<file path="src/hw/rtl/gtpu_pkg.sv">
package gtpu_pkg;

   localparam int HEADER_BYTES    = 58;
   localparam int FRAME_LIMIT_DEF = 1500;
   localparam int FIFO_DEPTH      = 4;
   localparam int HDR_IDX_W       = $clog2(HEADER_BYTES + 1);

   // register indexes on the csr port
   localparam logic [2:0] CSR_TUNNEL_ID = 3'd0;
   localparam logic [2:0] CSR_FLOW_QFI  = 3'd1;
   localparam logic [2:0] CSR_SRC_MAC   = 3'd2;
   localparam logic [2:0] CSR_DST_MAC   = 3'd3;
   localparam logic [2:0] CSR_SRC_IP    = 3'd4;
   localparam logic [2:0] CSR_DST_IP    = 3'd5;

   localparam logic [31:0] TUNNEL_ID_RST = 32'h0000_1001;
   localparam logic [5:0]  FLOW_QFI_RST  = 6'd5;
   localparam logic [47:0] SRC_MAC_RST   = 48'hA036_9FBA_36AC;
   localparam logic [47:0] DST_MAC_RST   = 48'hE41D_2D09_A830;
   localparam logic [31:0] SRC_IP_RST    = 32'hC0A8_2C0D;
   localparam logic [31:0] DST_IP_RST    = 32'hC0A8_2C12;

   localparam logic [15:0] ETH_TYPE_IPV4 = 16'h0800;
   localparam logic [7:0]  IP_VER_IHL    = 8'h45;
   localparam logic [7:0]  IP_TTL        = 8'd64;
   localparam logic [7:0]  IP_PROTO_UDP  = 8'd17;
   localparam logic [15:0] UDP_SRC_PORT  = 16'd12345;
   localparam logic [15:0] UDP_DST_PORT  = 16'd2152;
   localparam logic [7:0]  GTP_FLAGS     = 8'h34;
   localparam logic [7:0]  GTP_MSG_TPDU  = 8'hFF;
   localparam logic [7:0]  GTP_EXT_PDU   = 8'h85;
   localparam logic [7:0]  GTP_EXT_LEN   = 8'h01;
   localparam logic [7:0]  PDU_TYPE_UL   = 8'h10;
   localparam logic [15:0] IP_LEN_BASE   = 16'd44;
   localparam logic [15:0] UDP_LEN_BASE  = 16'd24;
   localparam logic [15:0] GTP_LEN_BASE  = 16'd8;
   // constant IPv4 header words: version/ihl/tos plus ttl/proto
   localparam logic [18:0] IP_SUM_BASE   = 19'({IP_VER_IHL, 8'h00}) +
                                           19'({IP_TTL, IP_PROTO_UDP});

   typedef struct packed {
      logic [31:0] tunnel_id;
      logic [5:0]  flow_qfi;
      logic [47:0] src_mac;
      logic [47:0] dst_mac;
      logic [31:0] src_ip;
      logic [31:0] dst_ip;
      logic [18:0] ip_sum;   // partial checksum without total length
   } cfg_type;

   typedef struct packed {
      logic [7:0]  data_byte;
      logic        first;
      logic        last;
      logic [15:0] kept;
   } entry_type;

endpackage

</file>
<file path="src/hw/rtl/gtpu_front.sv">
module gtpu_front #(
   parameter int FRAME_LIMIT = gtpu_pkg::FRAME_LIMIT_DEF
) (
   input  logic                clock,
   input  logic                reset,
   input  logic                req_valid,
   output logic                req_stall,
   input  logic [7:0]          req_data_byte,
   input  logic [15:0]         req_packet_length,
   input  logic                fifo_full,
   output logic                push,
   output gtpu_pkg::entry_type push_entry
);
   import gtpu_pkg::*;

   localparam int          KEPT_W   = $clog2(FRAME_LIMIT - HEADER_BYTES + 1);
   localparam logic [15:0] MAX_KEPT = 16'(FRAME_LIMIT - HEADER_BYTES);

   logic [15:0]       pos_ff, pos_in;
   logic [15:0]       latched_ff, latched_in;
   logic [KEPT_W-1:0] kept_ff, kept_in;
   logic              accept;
   logic              first;
   logic [15:0]       len;
   logic [15:0]       kept16;
   logic [15:0]       pos_inc;

   assign req_stall = fifo_full;
   assign accept    = req_valid && !fifo_full;
   assign first     = (pos_ff == 16'd0);
   assign len       = (req_packet_length == 16'd0) ? 16'd1 : req_packet_length;
   assign pos_inc   = pos_ff + 16'd1;

   always_comb begin
      latched_in = latched_ff;
      kept_in    = kept_ff;
      if (first) begin
         latched_in = len;
         kept_in    = (len > MAX_KEPT) ? MAX_KEPT[KEPT_W-1:0] : len[KEPT_W-1:0];
      end
      kept16 = {{(16 - KEPT_W){1'b0}}, kept_in};
      pos_in = (pos_inc >= latched_in) ? 16'd0 : pos_inc;
   end

   assign push                 = accept && (pos_ff < kept16);
   assign push_entry.data_byte = req_data_byte;
   assign push_entry.first     = first;
   assign push_entry.last      = (pos_inc == kept16);
   assign push_entry.kept      = kept16;

   always_ff @(posedge clock) begin
      if (reset) begin
         pos_ff     <= '0;
         latched_ff <= '0;
         kept_ff    <= '0;
      end else if (accept) begin
         pos_ff     <= pos_in;
         latched_ff <= latched_in;
         kept_ff    <= kept_in;
      end
   end

endmodule

</file>
<file path="src/hw/rtl/gtpu_fifo.sv">
module gtpu_fifo (
   input  logic                clock,
   input  logic                reset,
   input  logic                push,
   input  gtpu_pkg::entry_type push_entry,
   output logic                full,
   input  logic                pop,
   output logic                head_valid,
   output gtpu_pkg::entry_type head
);
   import gtpu_pkg::*;

   localparam int PTR_W = $clog2(FIFO_DEPTH);
   localparam int CNT_W = $clog2(FIFO_DEPTH + 1);

   entry_type        mem_ff [FIFO_DEPTH];
   logic [PTR_W-1:0] wr_ptr_ff, rd_ptr_ff;
   logic [CNT_W-1:0] count_ff;

   assign full       = (count_ff == CNT_W'(FIFO_DEPTH));
   assign head_valid = (count_ff != '0);
   assign head       = mem_ff[rd_ptr_ff];

   always_ff @(posedge clock) begin
      if (push) begin
         mem_ff[wr_ptr_ff] <= push_entry;
      end
   end

   always_ff @(posedge clock) begin
      if (reset) begin
         wr_ptr_ff <= '0;
         rd_ptr_ff <= '0;
         count_ff  <= '0;
      end else begin
         if (push) begin
            wr_ptr_ff <= (wr_ptr_ff == PTR_W'(FIFO_DEPTH - 1)) ? '0 : wr_ptr_ff + 1'b1;
         end
         if (pop) begin
            rd_ptr_ff <= (rd_ptr_ff == PTR_W'(FIFO_DEPTH - 1)) ? '0 : rd_ptr_ff + 1'b1;
         end
         if (push && !pop) begin
            count_ff <= count_ff + 1'b1;
         end else if (pop && !push) begin
            count_ff <= count_ff - 1'b1;
         end
      end
   end

`ifndef ASSERT_OFF
   a_no_overflow: assert property (@(posedge clock) disable iff (reset)
      push |-> !full)
      else $error("push into full queue");
   a_no_underflow: assert property (@(posedge clock) disable iff (reset)
      pop |-> head_valid)
      else $error("pop from empty queue");
`endif

endmodule

</file>
<file path="src/hw/rtl/gtpu_back.sv">
module gtpu_back (
   input  logic                clock,
   input  logic                reset,
   input  gtpu_pkg::cfg_type   cfg,
   input  logic                head_valid,
   input  gtpu_pkg::entry_type head,
   output logic                pop,
   output logic                rsp_valid,
   input  logic                rsp_stall,
   output logic [7:0]          rsp_frame_byte,
   output logic                rsp_frame_last
);
   import gtpu_pkg::*;

   logic [HDR_IDX_W-1:0] hdr_cnt_ff, hdr_cnt_in;
   logic [18:0]          sum_ff;
   logic                 valid_ff, valid_in;
   logic [7:0]           byte_ff, byte_in;
   logic                 last_ff, last_in;
   logic                 advance;
   logic                 in_hdr;
   logic [7:0]           hdr_byte;
   logic [15:0]          ip_len, udp_len, gtp_len;
   logic [16:0]          fold1;
   logic [16:0]          fold2;
   logic [15:0]          csum;

   assign advance = !valid_ff || !rsp_stall;
   assign in_hdr  = head.first && (hdr_cnt_ff < HDR_IDX_W'(HEADER_BYTES));
   assign pop     = advance && head_valid && !in_hdr;

   assign ip_len  = IP_LEN_BASE + head.kept;
   assign udp_len = UDP_LEN_BASE + head.kept;
   assign gtp_len = GTP_LEN_BASE + head.kept;

   // end-around carry fold of the registered sum
   assign fold1 = {1'b0, sum_ff[15:0]} + {14'd0, sum_ff[18:16]};
   assign fold2 = {1'b0, fold1[15:0]} + {16'd0, fold1[16]};
   assign csum  = ~fold2[15:0];

   always_comb begin
      case (hdr_cnt_ff)
         6'd0:    hdr_byte = cfg.dst_mac[47:40];
         6'd1:    hdr_byte = cfg.dst_mac[39:32];
         6'd2:    hdr_byte = cfg.dst_mac[31:24];
         6'd3:    hdr_byte = cfg.dst_mac[23:16];
         6'd4:    hdr_byte = cfg.dst_mac[15:8];
         6'd5:    hdr_byte = cfg.dst_mac[7:0];
         6'd6:    hdr_byte = cfg.src_mac[47:40];
         6'd7:    hdr_byte = cfg.src_mac[39:32];
         6'd8:    hdr_byte = cfg.src_mac[31:24];
         6'd9:    hdr_byte = cfg.src_mac[23:16];
         6'd10:   hdr_byte = cfg.src_mac[15:8];
         6'd11:   hdr_byte = cfg.src_mac[7:0];
         6'd12:   hdr_byte = ETH_TYPE_IPV4[15:8];
         6'd13:   hdr_byte = ETH_TYPE_IPV4[7:0];
         6'd14:   hdr_byte = IP_VER_IHL;
         6'd16:   hdr_byte = ip_len[15:8];
         6'd17:   hdr_byte = ip_len[7:0];
         6'd22:   hdr_byte = IP_TTL;
         6'd23:   hdr_byte = IP_PROTO_UDP;
         6'd24:   hdr_byte = csum[15:8];
         6'd25:   hdr_byte = csum[7:0];
         6'd26:   hdr_byte = cfg.src_ip[31:24];
         6'd27:   hdr_byte = cfg.src_ip[23:16];
         6'd28:   hdr_byte = cfg.src_ip[15:8];
         6'd29:   hdr_byte = cfg.src_ip[7:0];
         6'd30:   hdr_byte = cfg.dst_ip[31:24];
         6'd31:   hdr_byte = cfg.dst_ip[23:16];
         6'd32:   hdr_byte = cfg.dst_ip[15:8];
         6'd33:   hdr_byte = cfg.dst_ip[7:0];
         6'd34:   hdr_byte = UDP_SRC_PORT[15:8];
         6'd35:   hdr_byte = UDP_SRC_PORT[7:0];
         6'd36:   hdr_byte = UDP_DST_PORT[15:8];
         6'd37:   hdr_byte = UDP_DST_PORT[7:0];
         6'd38:   hdr_byte = udp_len[15:8];
         6'd39:   hdr_byte = udp_len[7:0];
         6'd42:   hdr_byte = GTP_FLAGS;
         6'd43:   hdr_byte = GTP_MSG_TPDU;
         6'd44:   hdr_byte = gtp_len[15:8];
         6'd45:   hdr_byte = gtp_len[7:0];
         6'd46:   hdr_byte = cfg.tunnel_id[31:24];
         6'd47:   hdr_byte = cfg.tunnel_id[23:16];
         6'd48:   hdr_byte = cfg.tunnel_id[15:8];
         6'd49:   hdr_byte = cfg.tunnel_id[7:0];
         6'd53:   hdr_byte = GTP_EXT_PDU;
         6'd54:   hdr_byte = GTP_EXT_LEN;
         6'd55:   hdr_byte = PDU_TYPE_UL;
         6'd56:   hdr_byte = {2'b00, cfg.flow_qfi};
         default: hdr_byte = 8'h00;
      endcase
   end

   always_comb begin
      valid_in   = valid_ff;
      byte_in    = byte_ff;
      last_in    = last_ff;
      hdr_cnt_in = hdr_cnt_ff;
      if (advance) begin
         valid_in = head_valid;
         if (head_valid) begin
            if (in_hdr) begin
               byte_in    = hdr_byte;
               last_in    = 1'b0;
               hdr_cnt_in = hdr_cnt_ff + 1'b1;
            end else begin
               byte_in    = head.data_byte;
               last_in    = head.last;
               hdr_cnt_in = '0;
            end
         end
      end
   end

   always_ff @(posedge clock) begin
      if (reset) begin
         valid_ff   <= 1'b0;
         hdr_cnt_ff <= '0;
      end else begin
         valid_ff   <= valid_in;
         hdr_cnt_ff <= hdr_cnt_in;
      end
   end

   always_ff @(posedge clock) begin
      byte_ff <= byte_in;
      last_ff <= last_in;
      if (advance && head_valid && in_hdr && (hdr_cnt_ff == '0)) begin
         sum_ff <= cfg.ip_sum + {3'd0, ip_len};
      end
   end

   assign rsp_valid      = valid_ff;
   assign rsp_frame_byte = byte_ff;
   assign rsp_frame_last = last_ff;

`ifndef ASSERT_OFF
   a_hdr_bound: assert property (@(posedge clock) disable iff (reset)
      hdr_cnt_ff <= HDR_IDX_W'(HEADER_BYTES))
      else $error("header counter past header length");
   a_hdr_owner: assert property (@(posedge clock) disable iff (reset)
      (hdr_cnt_ff != '0) |-> (head_valid && head.first))
      else $error("header in progress without its first byte at queue head");
   a_hdr_done: assert property (@(posedge clock) disable iff (reset)
      (pop && head.first) |-> (hdr_cnt_ff == HDR_IDX_W'(HEADER_BYTES)))
      else $error("first byte left before full header");
   a_hold: assert property (@(posedge clock) disable iff (reset)
      (valid_ff && rsp_stall) |=> (valid_ff && $stable(byte_ff)))
      else $error("stalled output changed");
`endif

endmodule

</file>
<file path="src/hw/rtl/gtpu_tunnel_encapsulator_unit.sv">
// GTP-U encapsulator: inner packet bytes enter on req_ (each tagged with its
// packet length), the outer frame leaves on rsp_ one byte per transaction.
// The first byte of a packet triggers a 58-byte Ethernet/IPv4/UDP/GTP-U header
// ahead of it; the payload is cut at FRAME_LIMIT - 58 bytes, bytes past the cut
// are absorbed with no output, and frame_last marks the last kept byte. The
// front end takes one input byte per cycle into a 4-entry queue; the back end
// emits one output byte per cycle unless the receiver stalls, and the frame
// for a packet of k kept bytes is k + 58 bytes long. Input stalls whenever the
// queue is full: while a header is being emitted, or when the receiver stalls
// the output. Registers are written on csr_ (always ready); a header reads
// them directly, but its checksum reads them through one more register, ip_sum_ff.
module gtpu_tunnel_encapsulator_unit #(
   parameter int FRAME_LIMIT = gtpu_pkg::FRAME_LIMIT_DEF
) (
   input  logic        clock,
   input  logic        reset,
   input  logic        req_valid,
   output logic        req_stall,
   input  logic [7:0]  req_data_byte,
   input  logic [15:0] req_packet_length,
   output logic        rsp_valid,
   input  logic        rsp_stall,
   output logic [7:0]  rsp_frame_byte,
   output logic        rsp_frame_last,
   input  logic        csr_valid,
   output logic        csr_ready,
   input  logic [2:0]  csr_index,
   input  logic [47:0] csr_data
);
   import gtpu_pkg::*;

   logic [31:0] tunnel_id_ff;
   logic [5:0]  flow_qfi_ff;
   logic [47:0] src_mac_ff;
   logic [47:0] dst_mac_ff;
   logic [31:0] src_ip_ff;
   logic [31:0] dst_ip_ff;
   logic [18:0] ip_sum_ff, ip_sum_in;
   logic        csr_wr;
   cfg_type     cfg;
   logic        fifo_full;
   logic        push;
   entry_type   push_entry;
   logic        pop;
   logic        head_valid;
   entry_type   head;

   assign csr_ready = 1'b1;
   assign csr_wr    = csr_valid && csr_ready;

   always_ff @(posedge clock) begin
      if (reset) begin
         tunnel_id_ff <= TUNNEL_ID_RST;
         flow_qfi_ff  <= FLOW_QFI_RST;
         src_mac_ff   <= SRC_MAC_RST;
         dst_mac_ff   <= DST_MAC_RST;
         src_ip_ff    <= SRC_IP_RST;
         dst_ip_ff    <= DST_IP_RST;
      end else if (csr_wr) begin
         case (csr_index)
            CSR_TUNNEL_ID: tunnel_id_ff <= csr_data[31:0];
            CSR_FLOW_QFI:  flow_qfi_ff  <= csr_data[5:0];
            CSR_SRC_MAC:   src_mac_ff   <= csr_data;
            CSR_DST_MAC:   dst_mac_ff   <= csr_data;
            CSR_SRC_IP:    src_ip_ff    <= csr_data[31:0];
            CSR_DST_IP:    dst_ip_ff    <= csr_data[31:0];
            default:       ;
         endcase
      end
   end

   // constant and address part of the IPv4 checksum, refreshed every cycle
   assign ip_sum_in = IP_SUM_BASE + {3'd0, src_ip_ff[31:16]} + {3'd0, src_ip_ff[15:0]}
                    + {3'd0, dst_ip_ff[31:16]} + {3'd0, dst_ip_ff[15:0]};

   always_ff @(posedge clock) begin
      ip_sum_ff <= ip_sum_in;
   end

   assign cfg.tunnel_id = tunnel_id_ff;
   assign cfg.flow_qfi  = flow_qfi_ff;
   assign cfg.src_mac   = src_mac_ff;
   assign cfg.dst_mac   = dst_mac_ff;
   assign cfg.src_ip    = src_ip_ff;
   assign cfg.dst_ip    = dst_ip_ff;
   assign cfg.ip_sum    = ip_sum_ff;

   gtpu_front #(
      .FRAME_LIMIT (FRAME_LIMIT)
   ) u_front (
      .clock             (clock),
      .reset             (reset),
      .req_valid         (req_valid),
      .req_stall         (req_stall),
      .req_data_byte     (req_data_byte),
      .req_packet_length (req_packet_length),
      .fifo_full         (fifo_full),
      .push              (push),
      .push_entry        (push_entry)
   );

   gtpu_fifo u_fifo (
      .clock      (clock),
      .reset      (reset),
      .push       (push),
      .push_entry (push_entry),
      .full       (fifo_full),
      .pop        (pop),
      .head_valid (head_valid),
      .head       (head)
   );

   gtpu_back u_back (
      .clock          (clock),
      .reset          (reset),
      .cfg            (cfg),
      .head_valid     (head_valid),
      .head           (head),
      .pop            (pop),
      .rsp_valid      (rsp_valid),
      .rsp_stall      (rsp_stall),
      .rsp_frame_byte (rsp_frame_byte),
      .rsp_frame_last (rsp_frame_last)
   );

endmodule

</file>
<file path="config.mk">
export PLATFORM = sky130hd
export DESIGN_NAME = gtpu_tunnel_encapsulator_unit
export DESIGN_NICKNAME = d
export VERILOG_FILES = /design/src/hw/rtl/gtpu_pkg.sv /design/src/hw/rtl/gtpu_front.sv /design/src/hw/rtl/gtpu_fifo.sv /design/src/hw/rtl/gtpu_back.sv /design/src/hw/rtl/gtpu_tunnel_encapsulator_unit.sv
export SDC_FILE = /design/constraint.sdc
export NUM_CORES = 1
export LEC_CHECK = 0
export BUFFER_PORTS_ARGS = -buffer_cell sky130_fd_sc_hd__buf_4
export CORE_MARGIN = 3
export CORE_UTILIZATION = 43
export CTS_BUF_LIST = sky130_fd_sc_hd__clkbuf_8 sky130_fd_sc_hd__clkbuf_16
export DETAILED_ROUTE_END_ITERATION = 8
export PLACE_DENSITY = 0.58
export SLEW_MARGIN = 15
export SYNTH_ARGS = -nofsm -noshare
export SYNTH_HDL_FRONTEND = slang
export SYNTH_SLANG_ARGS = --single-unit
</file>
<file path="constraint.sdc">
create_clock -name clock -period 5.78 [get_ports clock]
set_input_delay 1.156 -clock clock [delete_from_list [all_inputs] [get_ports clock]]
set_output_delay 1.156 -clock clock [all_outputs]
set_load 0.02 [all_outputs]
</file>
==> summary.md <==
| Metric | Value |
|---|---|
| FMAX | 0.202 GHz |
| Pre-Repair DR Iteration Count | 5 |
| Vias in the first global route | 17100 |
| Int Power | 6.37 mW |
| H-tree levels | 2 |
| YS warnings | 0 |
| Vias per inst | 5.95 |
| Initial Util | 44.1% |
| Boundary Pins | 92 |
| Die width | 229 µm |
| Synth Cell Area | 0.0213 mm² |
| WHS | 0.451 ns |
| Gr usage total | 26.5% |
| Rel. slew slack | 21.3% |
| Clk slew on worst S/H paths | 0.06 ns |
| Post-cts resize count | 0 |
| Psw | 3.65 mW |
| Drt wl/cell | 23.2 µm |
| Critical Path Start Type | input port |
| Nets | 2599 |
| CP Data Arrival Time | 5.44 ns |
| Worst vdd ir | 216 µV |
| Number of fill cells in the layout | 4608 |
| Hold depth | 2 |
| Initial antenna violation count | 0 |
| Worst-Margin Slew | 1.17 ns |
| Area of the core | 0.0483 mm² |
| Initial DRC count | 2143 |
| Residual DRC count | 0 |
| Sw Share | 36.4% |
| Clock Latency Late Sink | 0.59 ns |
| CP required | 6.27 ns |
| LEAKAGE | 9.40 nW |
| MaxCap Viol Count | 0 |
| Clock sink count | 388 |
| Worst Reg-to-Reg Cells | 19 |
| HPWL Detailed | 50300 µm |
| Clk root buf | clkbuf_16 |
| Hold_sp | dst_mac_ff[2]$_SDFFE_PP0P_ |
| WL final | 71500 µm |
| Port-buffer cells | 90 |
| Cell accounting for the most synthesized area | dfxtp_1 |
| Combinational power share | 35.8% |
| CTS max path bufs | 3 |
| Post-synth top cells | nand2_1, dfxtp_1, a21oi_1 |
| Die ar. | 0.0523 mm² |
| Final min period | 4.95 ns |
| Largest net degree at the start of global routing | 147 |
| Hold Fails Final Rpt | 0 |
| Path type of the worst setup path | in2reg |
| Tightest Hold Check Type | reg2reg |
| CTS buffer count | 43 |
| Syn Inst Count | 2369 |
| GRT overflow | 0 |
| Row cnt | 80 |
| R2r setup slk | 0.98 ns |
| Tcrit/Tclk final | 85.6% |
| Final max-slew violation count | 0 |
| Worst r2r src | u_front.pos_ff[11]$_SDFFE_PP0P_ |
| DP Worst Slack | 0.250 ns |
| Number of flops mapped to enable cells by yosys | 112 |
| Most common cell in the netlist | nand2_1 |
| Critical Path Start | req_packet_length[3] |
| Final antenna-violating net count | 0 |
| Part of the Yosys area used for sequential elements | 41.7% |
| RSZ-0062 raised after global routing | false |
| Worst setup EP type | flop |
| RR Endpoint | u_fifo.count_ff[2]$_SDFFE_PP0P_ |
| Die Y-Extent | 229 µm |
| Area grow syn2layout | 13.0% |
| Ys async rst share | 0% |
| Setup TNS | 0 ns |
| Power Dens Cells | 416 mW/mm² |
| Final WS setup | 0.833 ns |
| Setup Skew | 0.0269 ns |
| Syn Area/Cell | 9.00 µm² |
| Synth Flop Type | dfxtp_1 |
| Clock network fraction of design power | 28.8% |
| Layout cells sized above 1 | 11.1% |
| Net Count, Synth | 2577 |
| Post-synth cell types | 98 |
| GPL Wtd Cong | 0.935 |
| Via count | 18300 |
| Final setup vio count | 0 |
| Seq pwr share | 35.4% |
| Yosys top cell area share | 25.9% |
| Post-CTS Hold Buffers | 0 |
| First-pass GRT wire length | 108000 µm |
| Status | finished, final reports clean |
| Post-CTS setup buffers | 0 |
| Synth top area cells | dfxtp_1, edfxtp_1, nand2_1 |
| CTS tree | yes |
| Hold EP | dst_mac_ff[2]$_SDFFE_PP0P_ |
| #FFs+latches synth | 388 |
| CP max FO | 4 |
| Diode count | 0 |
-- worst max path at each step --
stage	cells after the start	slack [ns]	endpoint
after floorplan	16	0.68	u_fifo.count_ff[2]$_SDFFE_PP0P_
final	17	0.83	u_fifo.count_ff[2]$_SDFFE_PP0P_
after detailed placement	17	0.25	u_fifo.count_ff[2]$_SDFFE_PP0P_
after CTS	17	0.83	u_fifo.count_ff[2]$_SDFFE_PP0P_
after global placement	17	0.32	u_fifo.count_ff[2]$_SDFFE_PP0P_
after global routing	17	0.50	u_fifo.count_ff[2]$_SDFFE_PP0P_
-- layout make-up --
type | instances | area (µm²) | share of cell area, %
Clock buffer | 56 | 1290 | 5.35
Sequential cell | 388 | 8890 | 36.9
Tap cell | 656 | 821 | 3.41
Multi-Input combinational cell | 1757 | 11600 | 48.2
Clock inverter | 24 | 203 | 0.842
Inverter | 68 | 255 | 1.06
Timing Repair Buffer | 133 | 1010 | 4.21
-- cells by family (layout without fill, tap and decap cells) --
kind of cell	Yosys count	count (layout)	share of synthesized area, %
multiplexers	51	51	3.59
XOR/XNOR	73	73	3.06
AO/OA/AOI/OAI	472	472	14.7
AND/OR/NAND/NOR	1029	1029	23.9
flip-flops	388	388	41.7
buffers and inverters	224	281	4.17
adder cells (fa/ha/maj)	131	131	8.85
other	1	1	0.0176
-- worst max-delay path, stage by stage --
cell and delay (ns):
buf_4 0.13, or4_1 0.54, o221a_2 0.29, o2bb2ai_1 0.29, nand4_1 0.20, and2_1 0.25, ha_1 0.31, a21o_1 0.16
a2111oi_0 0.38, o211ai_1 0.18, a41oi_2 0.27, ha_1 0.23, inv_1 0.06, fa_1 0.37, xor2_1 0.18, or3_1 0.30
a21oi_1 0.14
-- metrics by stage --
step | std cells | total power [mW] | instance area [µm²] | util [%]
after detailed placement | 3002 | 7.14 | 22600 | 46.7
after CTS | 3082 | 10.0 | 24100 | 49.8
final | 3082 | 10.0 | 24100 | 49.8
after global routing | 3082 | 10.5 | 24100 | 49.8
after global placement | 3002 | 7.07 | 22600 | 46.7
after floorplan | 2369 | 5.97 | 21300 | -
-- state kept, by name, summed over array words and instances (netlist names), 8 cells and up, named ones only --
name and cells:
ip_sum_ff 19, dst_mac_ff 48, u_front.pos_ff 16, u_back.sum_ff 19, src_mac_ff 48, u_front.kept_ff 11, u_fifo.mem_ff 84, tunnel_id_ff 32
dst_ip_ff 32, u_front.latched_ff 16, src_ip_ff 32, u_back.rsp_frame_byte 8
-- cells in the final DEF, fill, tap and decap left out, drive strengths merged, types with 19 or more instances in the layout --
master	instances
nand2	473
dfxtp	276
a21oi	189
buf	133
edfxtp	112
nor2	108
ha	94
nand3	94
inv	80
nand3b	75
clkbuf	56
xnor2	53
o21ai	50
and3	47
nand4	44
nor3	35
and2	35
fa	34
a211oi	29
mux2i	28
a32oi	26
mux4	20
nand2b	19
xor2	19
a31oi	19
nor4	19
-- per-layer routing --
| metal | global-route usage (%) | part of all wire, % | vias to the layer above |
|---|---|---|---|
| li1 | - | - | 8543 |
| met1 | 38.5 | 44 | 8862 |
| met2 | 39.0 | 43 | 803 |
| met5 | 0 | 0 | - |
| met4 | 8.05 | 3.0 | 0 |
| met3 | 6.49 | 10 | 133 |
-- power by group through the flow --
stage	logic (mW)	registers [mW]	clock network, mW
3_3_place_gp	3.48	3.60	0
6_report	3.59	3.55	2.88
4_1_cts	3.55	3.55	2.92
5_1_grt	3.91	3.59	3.03
2_1_floorplan	2.44	3.53	0
3_5_place_dp	3.53	3.61	0
Note: power is estimated with default switching activity, not from simulation.
